<file path="src/hw/rtl/pcdl_pkg.sv">
// ----------------------------------------------------------------------------
// pcdl_pkg
// Shared types and constants of the PID controller with dead band and
// error low-pass filter: register indexes, sequencer states and the
// controller-to-datapath command.
// ----------------------------------------------------------------------------
package pcdl_pkg;

    localparam int FIELD_BITS    = 32;
    localparam int CFG_IDX_BITS  = 3;
    localparam int LIMIT_BITS    = 31;
    localparam int RATIO_BITS    = 17;
    localparam int BLEND_SHIFT   = 16;

    localparam logic [RATIO_BITS-1:0] RATIO_ONE = 17'd65536;

    // configuration register indexes
    localparam logic [CFG_IDX_BITS-1:0] CFG_GAIN_P    = 3'd0;
    localparam logic [CFG_IDX_BITS-1:0] CFG_GAIN_I    = 3'd1;
    localparam logic [CFG_IDX_BITS-1:0] CFG_GAIN_D    = 3'd2;
    localparam logic [CFG_IDX_BITS-1:0] CFG_INT_LIMIT = 3'd3;
    localparam logic [CFG_IDX_BITS-1:0] CFG_OUT_LIMIT = 3'd4;
    localparam logic [CFG_IDX_BITS-1:0] CFG_DEAD_BAND = 3'd5;
    localparam logic [CFG_IDX_BITS-1:0] CFG_BLEND     = 3'd6;

    typedef enum logic [3:0] {
        S_IDLE,
        S_RAW,
        S_BL_OP,
        S_BL_MUL,
        S_ERR,
        S_D_OP,
        S_D_MUL,
        S_P_MUL,
        S_I_MUL,
        S_I_TERM,
        S_INTEG,
        S_DRIVE,
        S_CLEAR
    } t_state;

    typedef enum logic [3:0] {
        STEP_NONE,
        STEP_RAW,
        STEP_BL_OP,
        STEP_BL_MUL,
        STEP_ERR,
        STEP_D_OP,
        STEP_D_MUL,
        STEP_P_MUL,
        STEP_I_MUL,
        STEP_I_TERM,
        STEP_INTEG,
        STEP_DRIVE,
        STEP_CLEAR
    } t_step;

    typedef struct packed {
        logic  latch;
        t_step step;
    } t_dp_cmd;

endpackage

</file>
<file path="src/hw/rtl/pcdl_req_if.sv">
// ----------------------------------------------------------------------------
// pcdl_req_if
// Request channel: one item carries the request type and the two samples.
// ----------------------------------------------------------------------------
interface pcdl_req_if;
    logic               valid;
    logic               ready;
    logic               req_type;
    logic signed [31:0] setpoint;
    logic signed [31:0] measured;

    modport source (output valid, output req_type, output setpoint, output measured,
                    input ready);
    modport sink   (input valid, input req_type, input setpoint, input measured,
                    output ready);
endinterface

</file>
<file path="src/hw/rtl/pcdl_rsp_if.sv">
// ----------------------------------------------------------------------------
// pcdl_rsp_if
// Response channel: one item carries the clamped drive value.
// ----------------------------------------------------------------------------
interface pcdl_rsp_if;
    logic               valid;
    logic               ready;
    logic signed [31:0] drive;

    modport source (output valid, output drive, input ready);
    modport sink   (input valid, input drive, output ready);
endinterface

</file>
<file path="src/hw/rtl/pid_controller_deadzone_lpf_core.sv">
// ----------------------------------------------------------------------------
// pid_controller_deadzone_lpf_core
// Positional PID step with dead band, error low-pass blend, clamped
// integral and clamped drive, in signed fixed point.
// ----------------------------------------------------------------------------
//  channel   dir  handshake      payload
//  i_req     in   valid/ready    req_type, setpoint, measured
//  o_rsp     out  valid/ready    drive
//  i_cfg_*   in   write enable   i_cfg_idx, i_cfg_data
//
//  A compute item passes through eleven sequencer steps around the one
//  shared multiplier (blend, then derivative, proportional and integral
//  products), then returns to idle; a clear item passes through the clear
//  step only. Each item gives one response item.
//  Reset is synchronous and active low; the gains and limits reset to zero,
//  the blend ratio to one, the error history and integral to zero.
//  The finished result waits in the output register; a stalled response
//  holds the sequencer in its final step, while the next request can be
//  taken as soon as that result is registered.
// ----------------------------------------------------------------------------
module pid_controller_deadzone_lpf_core
    import pcdl_pkg::*;
#(
    parameter int DATA_WIDTH = 32,
    parameter int FRAC_BITS  = 16
) (
    input  logic                    i_clk,
    input  logic                    i_rst_n,
    pcdl_req_if.sink                i_req,
    pcdl_rsp_if.source              o_rsp,
    input  logic                    i_cfg_we,
    input  logic [CFG_IDX_BITS-1:0] i_cfg_idx,
    input  logic [31:0]             i_cfg_data
);

    t_dp_cmd w_cmd;

    pcdl_ctrl u_ctrl (
        .i_clk       (i_clk),
        .i_rst_n     (i_rst_n),
        .i_in_valid  (i_req.valid),
        .i_in_clear  (i_req.req_type),
        .o_in_ready  (i_req.ready),
        .o_out_valid (o_rsp.valid),
        .i_out_ready (o_rsp.ready),
        .o_cmd       (w_cmd)
    );

    pcdl_dp #(
        .DATA_WIDTH (DATA_WIDTH),
        .FRAC_BITS  (FRAC_BITS)
    ) u_dp (
        .i_clk      (i_clk),
        .i_rst_n    (i_rst_n),
        .i_cmd      (w_cmd),
        .i_setpoint (i_req.setpoint),
        .i_measured (i_req.measured),
        .i_cfg_we   (i_cfg_we),
        .i_cfg_idx  (i_cfg_idx),
        .i_cfg_data (i_cfg_data),
        .o_drive    (o_rsp.drive)
    );

endmodule

</file>
<file path="src/hw/rtl/pcdl_ctrl.sv">
// ----------------------------------------------------------------------------
// pcdl_ctrl
// Sequencer: walks one item through the datapath steps and owns the
// request ready and the response valid flag.
// ----------------------------------------------------------------------------
module pcdl_ctrl
    import pcdl_pkg::*;
(
    input  logic    i_clk,
    input  logic    i_rst_n,
    input  logic    i_in_valid,
    input  logic    i_in_clear,
    output logic    o_in_ready,
    output logic    o_out_valid,
    input  logic    i_out_ready,
    output t_dp_cmd o_cmd
);

    t_state r_state, n_state;
    logic   r_out_valid, n_out_valid;
    logic   w_slot_free;

    assign w_slot_free = !r_out_valid || i_out_ready;

    always_ff @(posedge i_clk) begin
        if (!i_rst_n) begin
            r_state     <= S_IDLE;
            r_out_valid <= 1'b0;
        end else begin
            r_state     <= n_state;
            r_out_valid <= n_out_valid;
        end
    end

    always_comb begin
        n_state     = r_state;
        n_out_valid = r_out_valid && !i_out_ready;
        o_cmd.latch = 1'b0;
        o_cmd.step  = STEP_NONE;
        o_in_ready  = 1'b0;
        case (r_state)
            S_IDLE: begin
                o_in_ready = 1'b1;
                if (i_in_valid) begin
                    o_cmd.latch = 1'b1;
                    n_state     = i_in_clear ? S_CLEAR : S_RAW;
                end
            end
            S_RAW: begin
                o_cmd.step = STEP_RAW;
                n_state    = S_BL_OP;
            end
            S_BL_OP: begin
                o_cmd.step = STEP_BL_OP;
                n_state    = S_BL_MUL;
            end
            S_BL_MUL: begin
                o_cmd.step = STEP_BL_MUL;
                n_state    = S_ERR;
            end
            S_ERR: begin
                o_cmd.step = STEP_ERR;
                n_state    = S_D_OP;
            end
            S_D_OP: begin
                o_cmd.step = STEP_D_OP;
                n_state    = S_D_MUL;
            end
            S_D_MUL: begin
                o_cmd.step = STEP_D_MUL;
                n_state    = S_P_MUL;
            end
            S_P_MUL: begin
                o_cmd.step = STEP_P_MUL;
                n_state    = S_I_MUL;
            end
            S_I_MUL: begin
                o_cmd.step = STEP_I_MUL;
                n_state    = S_I_TERM;
            end
            S_I_TERM: begin
                o_cmd.step = STEP_I_TERM;
                n_state    = S_INTEG;
            end
            S_INTEG: begin
                o_cmd.step = STEP_INTEG;
                n_state    = S_DRIVE;
            end
            S_DRIVE: begin
                // hold until the response slot is free
                if (w_slot_free) begin
                    o_cmd.step  = STEP_DRIVE;
                    n_out_valid = 1'b1;
                    n_state     = S_IDLE;
                end
            end
            S_CLEAR: begin
                if (w_slot_free) begin
                    o_cmd.step  = STEP_CLEAR;
                    n_out_valid = 1'b1;
                    n_state     = S_IDLE;
                end
            end
            default: begin
                n_state = S_IDLE;
            end
        endcase
    end

    assign o_out_valid = r_out_valid;

    a_no_overwrite: assert property (@(posedge i_clk) disable iff (!i_rst_n)
        (o_cmd.step == STEP_DRIVE || o_cmd.step == STEP_CLEAR) |-> w_slot_free)
        else $error("pcdl_ctrl: result loaded over a pending item");

    a_compute_start: assert property (@(posedge i_clk) disable iff (!i_rst_n)
        (i_in_valid && o_in_ready && !i_in_clear) |=> (r_state == S_RAW))
        else $error("pcdl_ctrl: compute item did not start the sequence");

    a_valid_source: assert property (@(posedge i_clk) disable iff (!i_rst_n)
        $rose(r_out_valid) |-> ($past(r_state) == S_DRIVE || $past(r_state) == S_CLEAR))
        else $error("pcdl_ctrl: result valid without a finishing step");

    a_busy_blocks: assert property (@(posedge i_clk) disable iff (!i_rst_n)
        (o_in_ready && i_in_valid) |=> !o_in_ready)
        else $error("pcdl_ctrl: second item accepted while one is in flight");

endmodule

</file>
<file path="src/hw/rtl/pcdl_dp.sv">
// ----------------------------------------------------------------------------
// pcdl_dp
// Datapath: configuration registers, controller state, one shared 33x33
// signed multiplier and the saturate/clamp logic, driven step by step.
// ----------------------------------------------------------------------------
module pcdl_dp
    import pcdl_pkg::*;
#(
    parameter int DATA_WIDTH = 32,
    parameter int FRAC_BITS  = 16
) (
    input  logic                    i_clk,
    input  logic                    i_rst_n,
    input  t_dp_cmd                 i_cmd,
    input  logic signed [31:0]      i_setpoint,
    input  logic signed [31:0]      i_measured,
    input  logic                    i_cfg_we,
    input  logic [CFG_IDX_BITS-1:0] i_cfg_idx,
    input  logic [31:0]             i_cfg_data,
    output logic signed [31:0]      o_drive
);

    // working width: internal values saturate to W bits
    localparam int W  = (DATA_WIDTH < FIELD_BITS) ? DATA_WIDTH : FIELD_BITS;
    localparam int OW = FIELD_BITS + 1;
    localparam int XW = 2 * OW;
    localparam logic signed [XW-1:0] SAT_HI = (XW'(1) << (W - 1)) - XW'(1);
    localparam logic signed [XW-1:0] SAT_LO = ~SAT_HI;

    function automatic logic signed [31:0] sat_w(input logic signed [XW-1:0] v);
        logic signed [31:0] res;
        if (v > SAT_HI) begin
            res = SAT_HI[31:0];
        end else if (v < SAT_LO) begin
            res = SAT_LO[31:0];
        end else begin
            res = v[31:0];
        end
        return res;
    endfunction

    function automatic logic signed [XW-1:0] ext33(input logic signed [OW-1:0] v);
        return {{(XW-OW){v[OW-1]}}, v};
    endfunction

    function automatic logic signed [OW-1:0] ext32(input logic signed [31:0] v);
        return {v[31], v};
    endfunction

    function automatic logic signed [31:0] clamp_sym(input logic signed [31:0] v,
                                                     input logic [LIMIT_BITS-1:0] lim);
        logic signed [OW-1:0] pos;
        logic signed [OW-1:0] neg;
        logic signed [31:0]   res;
        pos = {2'b00, lim};
        neg = -pos;
        if (ext32(v) > pos) begin
            res = pos[31:0];
        end else if (ext32(v) < neg) begin
            res = neg[31:0];
        end else begin
            res = v;
        end
        return res;
    endfunction

    // configuration and controller state
    logic signed [31:0]     r_gain_p, r_gain_i, r_gain_d;
    logic [LIMIT_BITS-1:0]  r_int_limit, r_out_limit, r_dead_band;
    logic [RATIO_BITS-1:0]  r_blend;
    logic signed [31:0]     r_prev, r_integ;

    // working registers
    logic signed [31:0]     r_sp, r_ms, r_raw, r_err, r_term, r_acc, r_drive;
    logic signed [OW-1:0]   r_op_a, r_op_b;
    logic signed [XW-1:0]   r_prod;

    logic signed [OW-1:0]   w_diff;
    logic [OW-1:0]          w_mag;
    logic [RATIO_BITS-1:0]  w_ratio;
    logic signed [XW-1:0]   w_prod;
    logic signed [31:0]     w_delta;
    logic signed [31:0]     w_shifted;
    logic                   w_is_mul;

    assign w_diff    = ext32(r_sp) - ext32(r_ms);
    assign w_mag     = w_diff[OW-1] ? (~w_diff + OW'(1)) : w_diff;
    assign w_ratio   = (r_blend > RATIO_ONE) ? RATIO_ONE : r_blend;
    assign w_prod    = r_op_a * r_op_b;
    assign w_delta   = sat_w(ext33(ext32(r_err) - ext32(r_prev)));
    assign w_shifted = sat_w(r_prod >>> FRAC_BITS);
    assign w_is_mul  = (i_cmd.step == STEP_BL_MUL) || (i_cmd.step == STEP_D_MUL) ||
                       (i_cmd.step == STEP_P_MUL)  || (i_cmd.step == STEP_I_MUL);

    always_ff @(posedge i_clk) begin
        if (!i_rst_n) begin
            r_gain_p    <= '0;
            r_gain_i    <= '0;
            r_gain_d    <= '0;
            r_int_limit <= '0;
            r_out_limit <= '0;
            r_dead_band <= '0;
            r_blend     <= RATIO_ONE;
            r_prev      <= '0;
            r_integ     <= '0;
        end else begin
            if (i_cfg_we) begin
                case (i_cfg_idx)
                    CFG_GAIN_P:    r_gain_p    <= i_cfg_data;
                    CFG_GAIN_I:    r_gain_i    <= i_cfg_data;
                    CFG_GAIN_D:    r_gain_d    <= i_cfg_data;
                    CFG_INT_LIMIT: r_int_limit <= i_cfg_data[LIMIT_BITS-1:0];
                    CFG_OUT_LIMIT: r_out_limit <= i_cfg_data[LIMIT_BITS-1:0];
                    CFG_DEAD_BAND: r_dead_band <= i_cfg_data[LIMIT_BITS-1:0];
                    CFG_BLEND:     r_blend     <= i_cfg_data[RATIO_BITS-1:0];
                    default: ;
                endcase
            end
            case (i_cmd.step)
                STEP_INTEG: begin
                    r_integ <= clamp_sym(sat_w(ext33(ext32(r_integ) + ext32(r_term))),
                                         r_int_limit);
                    r_prev  <= r_err;
                end
                STEP_CLEAR: begin
                    r_integ <= '0;
                    r_prev  <= '0;
                end
                default: ;
            endcase
        end
    end

    always_ff @(posedge i_clk) begin
        if (i_cmd.latch) begin
            r_sp <= i_setpoint;
            r_ms <= i_measured;
        end
        if (w_is_mul) begin
            r_prod <= w_prod;
        end
        case (i_cmd.step)
            STEP_RAW: begin
                r_raw <= (w_mag < {2'b00, r_dead_band}) ? '0 : sat_w(ext33(w_diff));
            end
            STEP_BL_OP: begin
                // blend = prev + (raw - prev) * ratio / 2^16
                r_op_a <= ext32(r_raw) - ext32(r_prev);
                r_op_b <= {{(OW-RATIO_BITS){1'b0}}, w_ratio};
            end
            STEP_ERR: begin
                r_err <= sat_w(ext33(ext32(r_prev)) + (r_prod >>> BLEND_SHIFT));
            end
            STEP_D_OP: begin
                r_op_a <= ext32(w_delta);
                r_op_b <= ext32(r_gain_d);
            end
            STEP_D_MUL: begin
                r_op_a <= ext32(r_err);
                r_op_b <= ext32(r_gain_p);
            end
            STEP_P_MUL: begin
                r_term <= w_shifted;
                r_op_b <= ext32(r_gain_i);
            end
            STEP_I_MUL: begin
                r_acc  <= r_term;
                r_term <= w_shifted;
            end
            STEP_I_TERM: begin
                r_acc  <= sat_w(ext33(ext32(r_acc) + ext32(r_term)));
                r_term <= w_shifted;
            end
            STEP_DRIVE: begin
                r_drive <= clamp_sym(sat_w(ext33(ext32(r_acc) + ext32(r_integ))),
                                     r_out_limit);
            end
            STEP_CLEAR: begin
                r_drive <= '0;
            end
            default: ;
        endcase
    end

    assign o_drive = r_drive;

endmodule
</file>
<file path="src/flat_wrapper.sv">
// flat-port wrapper written by rule: the top's interface ports become plain ports
module pid_controller_deadzone_lpf_core_flat import pcdl_pkg::*;
#(
    parameter int DATA_WIDTH = 32,
    parameter int FRAC_BITS  = 16
)
  (i_clk, i_rst_n, i_cfg_we, i_cfg_idx, i_cfg_data, i_req_valid, i_req_req_type, i_req_setpoint, i_req_measured, i_req_ready, o_rsp_valid, o_rsp_drive, o_rsp_ready);
  pcdl_req_if i_req_i ();
  pcdl_rsp_if o_rsp_i ();
  input  logic i_clk;
  input  logic i_rst_n;
  input  logic i_cfg_we;
  input  logic [CFG_IDX_BITS-1:0] i_cfg_idx;
  input  logic [31:0] i_cfg_data;
  input wire logic [$bits(i_req_i.valid)-1:0] i_req_valid;
  input wire logic [$bits(i_req_i.req_type)-1:0] i_req_req_type;
  input wire logic [$bits(i_req_i.setpoint)-1:0] i_req_setpoint;
  input wire logic [$bits(i_req_i.measured)-1:0] i_req_measured;
  output wire logic [$bits(i_req_i.ready)-1:0] i_req_ready;
  output wire logic [$bits(o_rsp_i.valid)-1:0] o_rsp_valid;
  output wire logic [$bits(o_rsp_i.drive)-1:0] o_rsp_drive;
  input wire logic [$bits(o_rsp_i.ready)-1:0] o_rsp_ready;
  assign i_req_i.valid = i_req_valid;
  assign i_req_i.req_type = i_req_req_type;
  assign i_req_i.setpoint = i_req_setpoint;
  assign i_req_i.measured = i_req_measured;
  assign i_req_ready = i_req_i.ready;
  assign o_rsp_valid = o_rsp_i.valid;
  assign o_rsp_drive = o_rsp_i.drive;
  assign o_rsp_i.ready = o_rsp_ready;
  pid_controller_deadzone_lpf_core #(.DATA_WIDTH(DATA_WIDTH), .FRAC_BITS(FRAC_BITS)) u_core (.i_clk(i_clk), .i_rst_n(i_rst_n), .i_req(i_req_i), .o_rsp(o_rsp_i), .i_cfg_we(i_cfg_we), .i_cfg_idx(i_cfg_idx), .i_cfg_data(i_cfg_data));
endmodule
</file>
<file path="config.mk">
export PLATFORM = sky130hd
export DESIGN_NAME = pid_controller_deadzone_lpf_core_flat
export DESIGN_NICKNAME = d
export VERILOG_FILES = /design/src/hw/rtl/pcdl_pkg.sv /design/src/hw/rtl/pcdl_req_if.sv /design/src/hw/rtl/pcdl_rsp_if.sv /design/src/hw/rtl/pid_controller_deadzone_lpf_core.sv /design/src/hw/rtl/pcdl_ctrl.sv /design/src/hw/rtl/pcdl_dp.sv /design/src/flat_wrapper.sv
export SDC_FILE = /design/constraint.sdc
export NUM_CORES = 2
export LEC_CHECK = 0
export BUFFER_PORTS_ARGS = -buffer_cell sky130_fd_sc_hd__buf_2
export CAP_MARGIN = 5
export CORE_MARGIN = 2
export CORE_UTILIZATION = 36
export CTS_BUF_LIST = sky130_fd_sc_hd__clkbuf_16
export CTS_CLUSTER_SIZE = 14
export DETAILED_ROUTE_END_ITERATION = 6
export SLEW_MARGIN = 20
export SYNTH_ARGS = -nofsm -noshare
export SYNTH_HDL_FRONTEND = slang
export SYNTH_HIERARCHICAL = 1
export SYNTH_SLANG_ARGS = --single-unit
</file>
<file path="constraint.sdc">
create_clock -name i_clk -period 9.85 [get_ports i_clk]
set_clock_uncertainty 0.15 [all_clocks]
set_input_delay 1.4775 -clock i_clk [delete_from_list [all_inputs] [get_ports i_clk]]
set_output_delay 1.4775 -clock i_clk [all_outputs]
set_load 0.01 [all_outputs]
</file>
==> results.yml <==
run_status:
  status: "finished, final reports clean"
synthesis:
  synth_most_common_cell: "nand2_1"
  ys_warn_count: 6
  yosys.area.top_type: "fa_1"
  synth_top_area_frac: 0.288
  synth_area_um2: 80100
  ys_ff_latch: 614
  yosysSeqAreaShare: 0.196
  syn_avg_cell_area_um2: 8.99
  synth_cell_type_count: 96
  synth_edf_count: 339
  synth_top_cells_by_area: "fa_1 (29%), edfxtp_1 (13%), ha_1 (9.5%), dfxtp_1 (6.9%), nand2_1 (6.7%)"
  synthCells: 8915
  synth_top_cells_by_count: "nand2_1 (1438), inv_1 (1359), fa_1 (1152)"
  synth-main-ff-cell: "edfxtp_1"
  async_flop_share: 0
  syn-num-nets: 10800
setup_path:
  cp_common_cell: "fa_1"
  max_stage_delay_ns: 0.82
  slowest_stage: "edfxtp_1"
  r2r-end: "u_core/u_dp/r_prod[58]"
  path_max_fanout: 14
  required_ns: 10.13
  r2r-start: "u_core/u_dp/r_op_b[8]"
  worstSetupPathType: "flop to flop"
  arrival_ns: 9.79
  crit_path_end_kind: "flop"
  reg2reg_depth: 28
  r2r_slack_ns: 0.34
  start_kind: "flop"
place:
  routabilityCongestion: 0.933
  port_buffers: 138
  place_inst: 11800
  hpwl_um: 194000
timing:
  worst_pin_slew_ns: 1.18
  finalMaxSlewViolations: 0
  slew_headroom: 0.204
  min_period_ns: 9.51
  finalSetupViolCount: 0
  finalCritPeriodShare: 0.965
  rsz0062_at_grt: "no"
  fin_setup_tns_ns: 0
  hold_violations: 0
  max_freq_mhz: 105
  holdWs_ns: 0.312
die:
  rows: 173
  core_area_um2: 222000
  die_y_um: 476
  initial_core_util: 0.362
  dieArea_um2: 226000
  ios: 139
  fp.dieW_um: 476
final_layout:
  layout.cells.non_filler: 11900
  drive_above_1_share: 0.0616
  syn_to_final_growth_pct: 8.64
  fill_cells: 22000
  nets: 10700
clocking:
  clkTransAtPathRegs_ns: 0.06
  cts_tree: "yes"
  clockRootBuffer: "clkbuf_16"
  ctsHoldBuffers: 0
  insertion_delay_ns: 0.69
  cts_buffer_depth: 3
  h-tree-depth: 3
  cts.sinks: 614
  cts_buffers: 77
worst_hold_path:
  hold_class: "flop to flop"
  holdPathEnd: "u_core/u_dp/r_gain_i[25]"
  hold_start: "u_core/u_dp/r_gain_i[25]"
  holdPathStages: 2
drt:
  vias_per_cell: 5.28
  drt-initial-drc-count: 5085
  drc: 0
  wl_per_cell_um: 20.3
  detail-route-antenna-nets: 0
  via_count: 62900
  drt_pass1_iterations: 6
  wl_um: 242000
grt:
  grt_usage: 0.216
  grt_pass1_wl_um: 381000
  globalRouteOverflowTotal: 0
  grt_pass1_vias: 63800
  grt_max_degree: 87
  antenna_found_initial: 8
run:
  maxCapViolCount: 0
worst max path at each step:
stage | from | endpoint | slack, ns | cells past startpoint
finish | u_core/u_dp/r_op_b[8] | u_core/u_dp/r_prod[58] | 0.34 | 28
global route | u_core/u_dp/r_op_b[8] | u_core/u_dp/r_prod[58] | 0.007 | 28
CTS | u_core/u_dp/r_op_a[6] | u_core/u_dp/r_prod[58] | 0.36 | 27
detailed placement | u_core/u_dp/r_op_b[0] | u_core/u_dp/r_prod[58] | 0.40 | 27
global placement | u_core/u_dp/r_op_a[6] | u_core/u_dp/r_prod[65] | 0.48 | 28
floorplan | u_core/u_dp/r_op_b[31] | u_core/u_dp/r_prod[60] | 1.73 | 28
layer usage:
| metal | vias up | wire (um) | track usage |
|---|---|---|---|
| li1 | 28800 | - | - |
| met5 | - | 11 | 0 |
| met1 | 31700 | 111000 | 0.315 |
| met3 | 295 | 17400 | 0.0342 |
| met4 | 2 | 7310 | 0.0649 |
| met2 | 2073 | 106000 | 0.328 |
through the flow:
step,setup slack [ns],area [um^2],utilization
finish,0.342,87100,0.393
detailed placement,0.396,84300,0.380
global route,0.00729,87000,0.393
global placement,0.481,84300,0.380
floorplan,1.73,80100,-
CTS,0.355,86900,0.392
cell families after synthesis:
group,count (synthesis),share of synthesized area
multiplexers,52,0.00707
buffers and inverters,1776,0.0841
flip-flops,614,0.196
AO/OA/AOI/OAI,1561,0.129
AND/OR/NAND/NOR,2789,0.161
adder cells (fa/ha/maj),1782,0.386
XOR/XNOR,341,0.0373
placed cells by master (no fill, tap or decap), types with 85 or more instances in the layout:
cell type	Yosys	layout
o21ai_0	242	234
buf_4	2	145
edfxtp_1	339	339
and2_1	394	393
ha_1	611	611
a21oi_1	400	398
a21o_1	198	196
inv_1	1359	1373
fa_1	1152	1152
xnor2_1	255	255
a21boi_0	227	225
clkbuf_16	0	87
nand2_1	1438	1435
buf_2	2	137
nand3_1	86	85
xor2_1	86	85
nor2b_1	101	100
dfxtp_1	275	275
nor2_1	360	348
layout make-up:
cell class / instances / area (um^2) / share of cell area
antenna: 3 / 7.51 / 0.0000862
clock buffer: 87 / 2180 / 0.0250
clock inverter: 55 / 450 / 0.00517
inverter: 1360 / 5100 / 0.0586
multi-input combinational: 6525 / 58000 / 0.666
sequential: 614 / 15700 / 0.180
tap: 2975 / 3720 / 0.0428
timing repair buffer: 291 / 1950 / 0.0224
state kept, by name (all words and copies together) (netlist names), 32 cells and up:
name                  cells
u_core/u_dp/r_gain_p     32
u_core/u_dp/r_prev       32
u_core/u_dp/r_err        32
u_core/u_dp/r_integ      32
u_core/u_dp/r_op_b       32
u_core/u_dp/r_raw        32
u_core/u_dp/r_gain_d     32
u_core/u_dp/r_acc        32
u_core/u_dp/r_ms         32
u_core/u_dp/r_sp         32
u_core/u_dp/r_op_a       33
u_core/u_dp/r_term       32
u_core/u_dp/r_gain_i     32
u_core/u_dp/r_prod       50
u_core/u_dp/o_drive      32
critical path, delay by kind of cell (launching register included):
kind                     cells  cell delay [ns]
AO/OA/AOI/OAI                6             1.54
XOR/XNOR                     1             0.14
adder cells (fa/ha/maj)      9             4.57
buffers and inverters        7             0.78
flip-flops                   1             0.82
AND/OR/NAND/NOR              5             1.21
repair_timing:
action	4_1_cts	5_1_grt
setup buffers	0	10
resized for setup	0	0
setup endpoints to repair	0	2
Power is left out: the tool's default activity adds up to more than one toggle a clock period on the data nets, which glitch-free logic cannot reach.
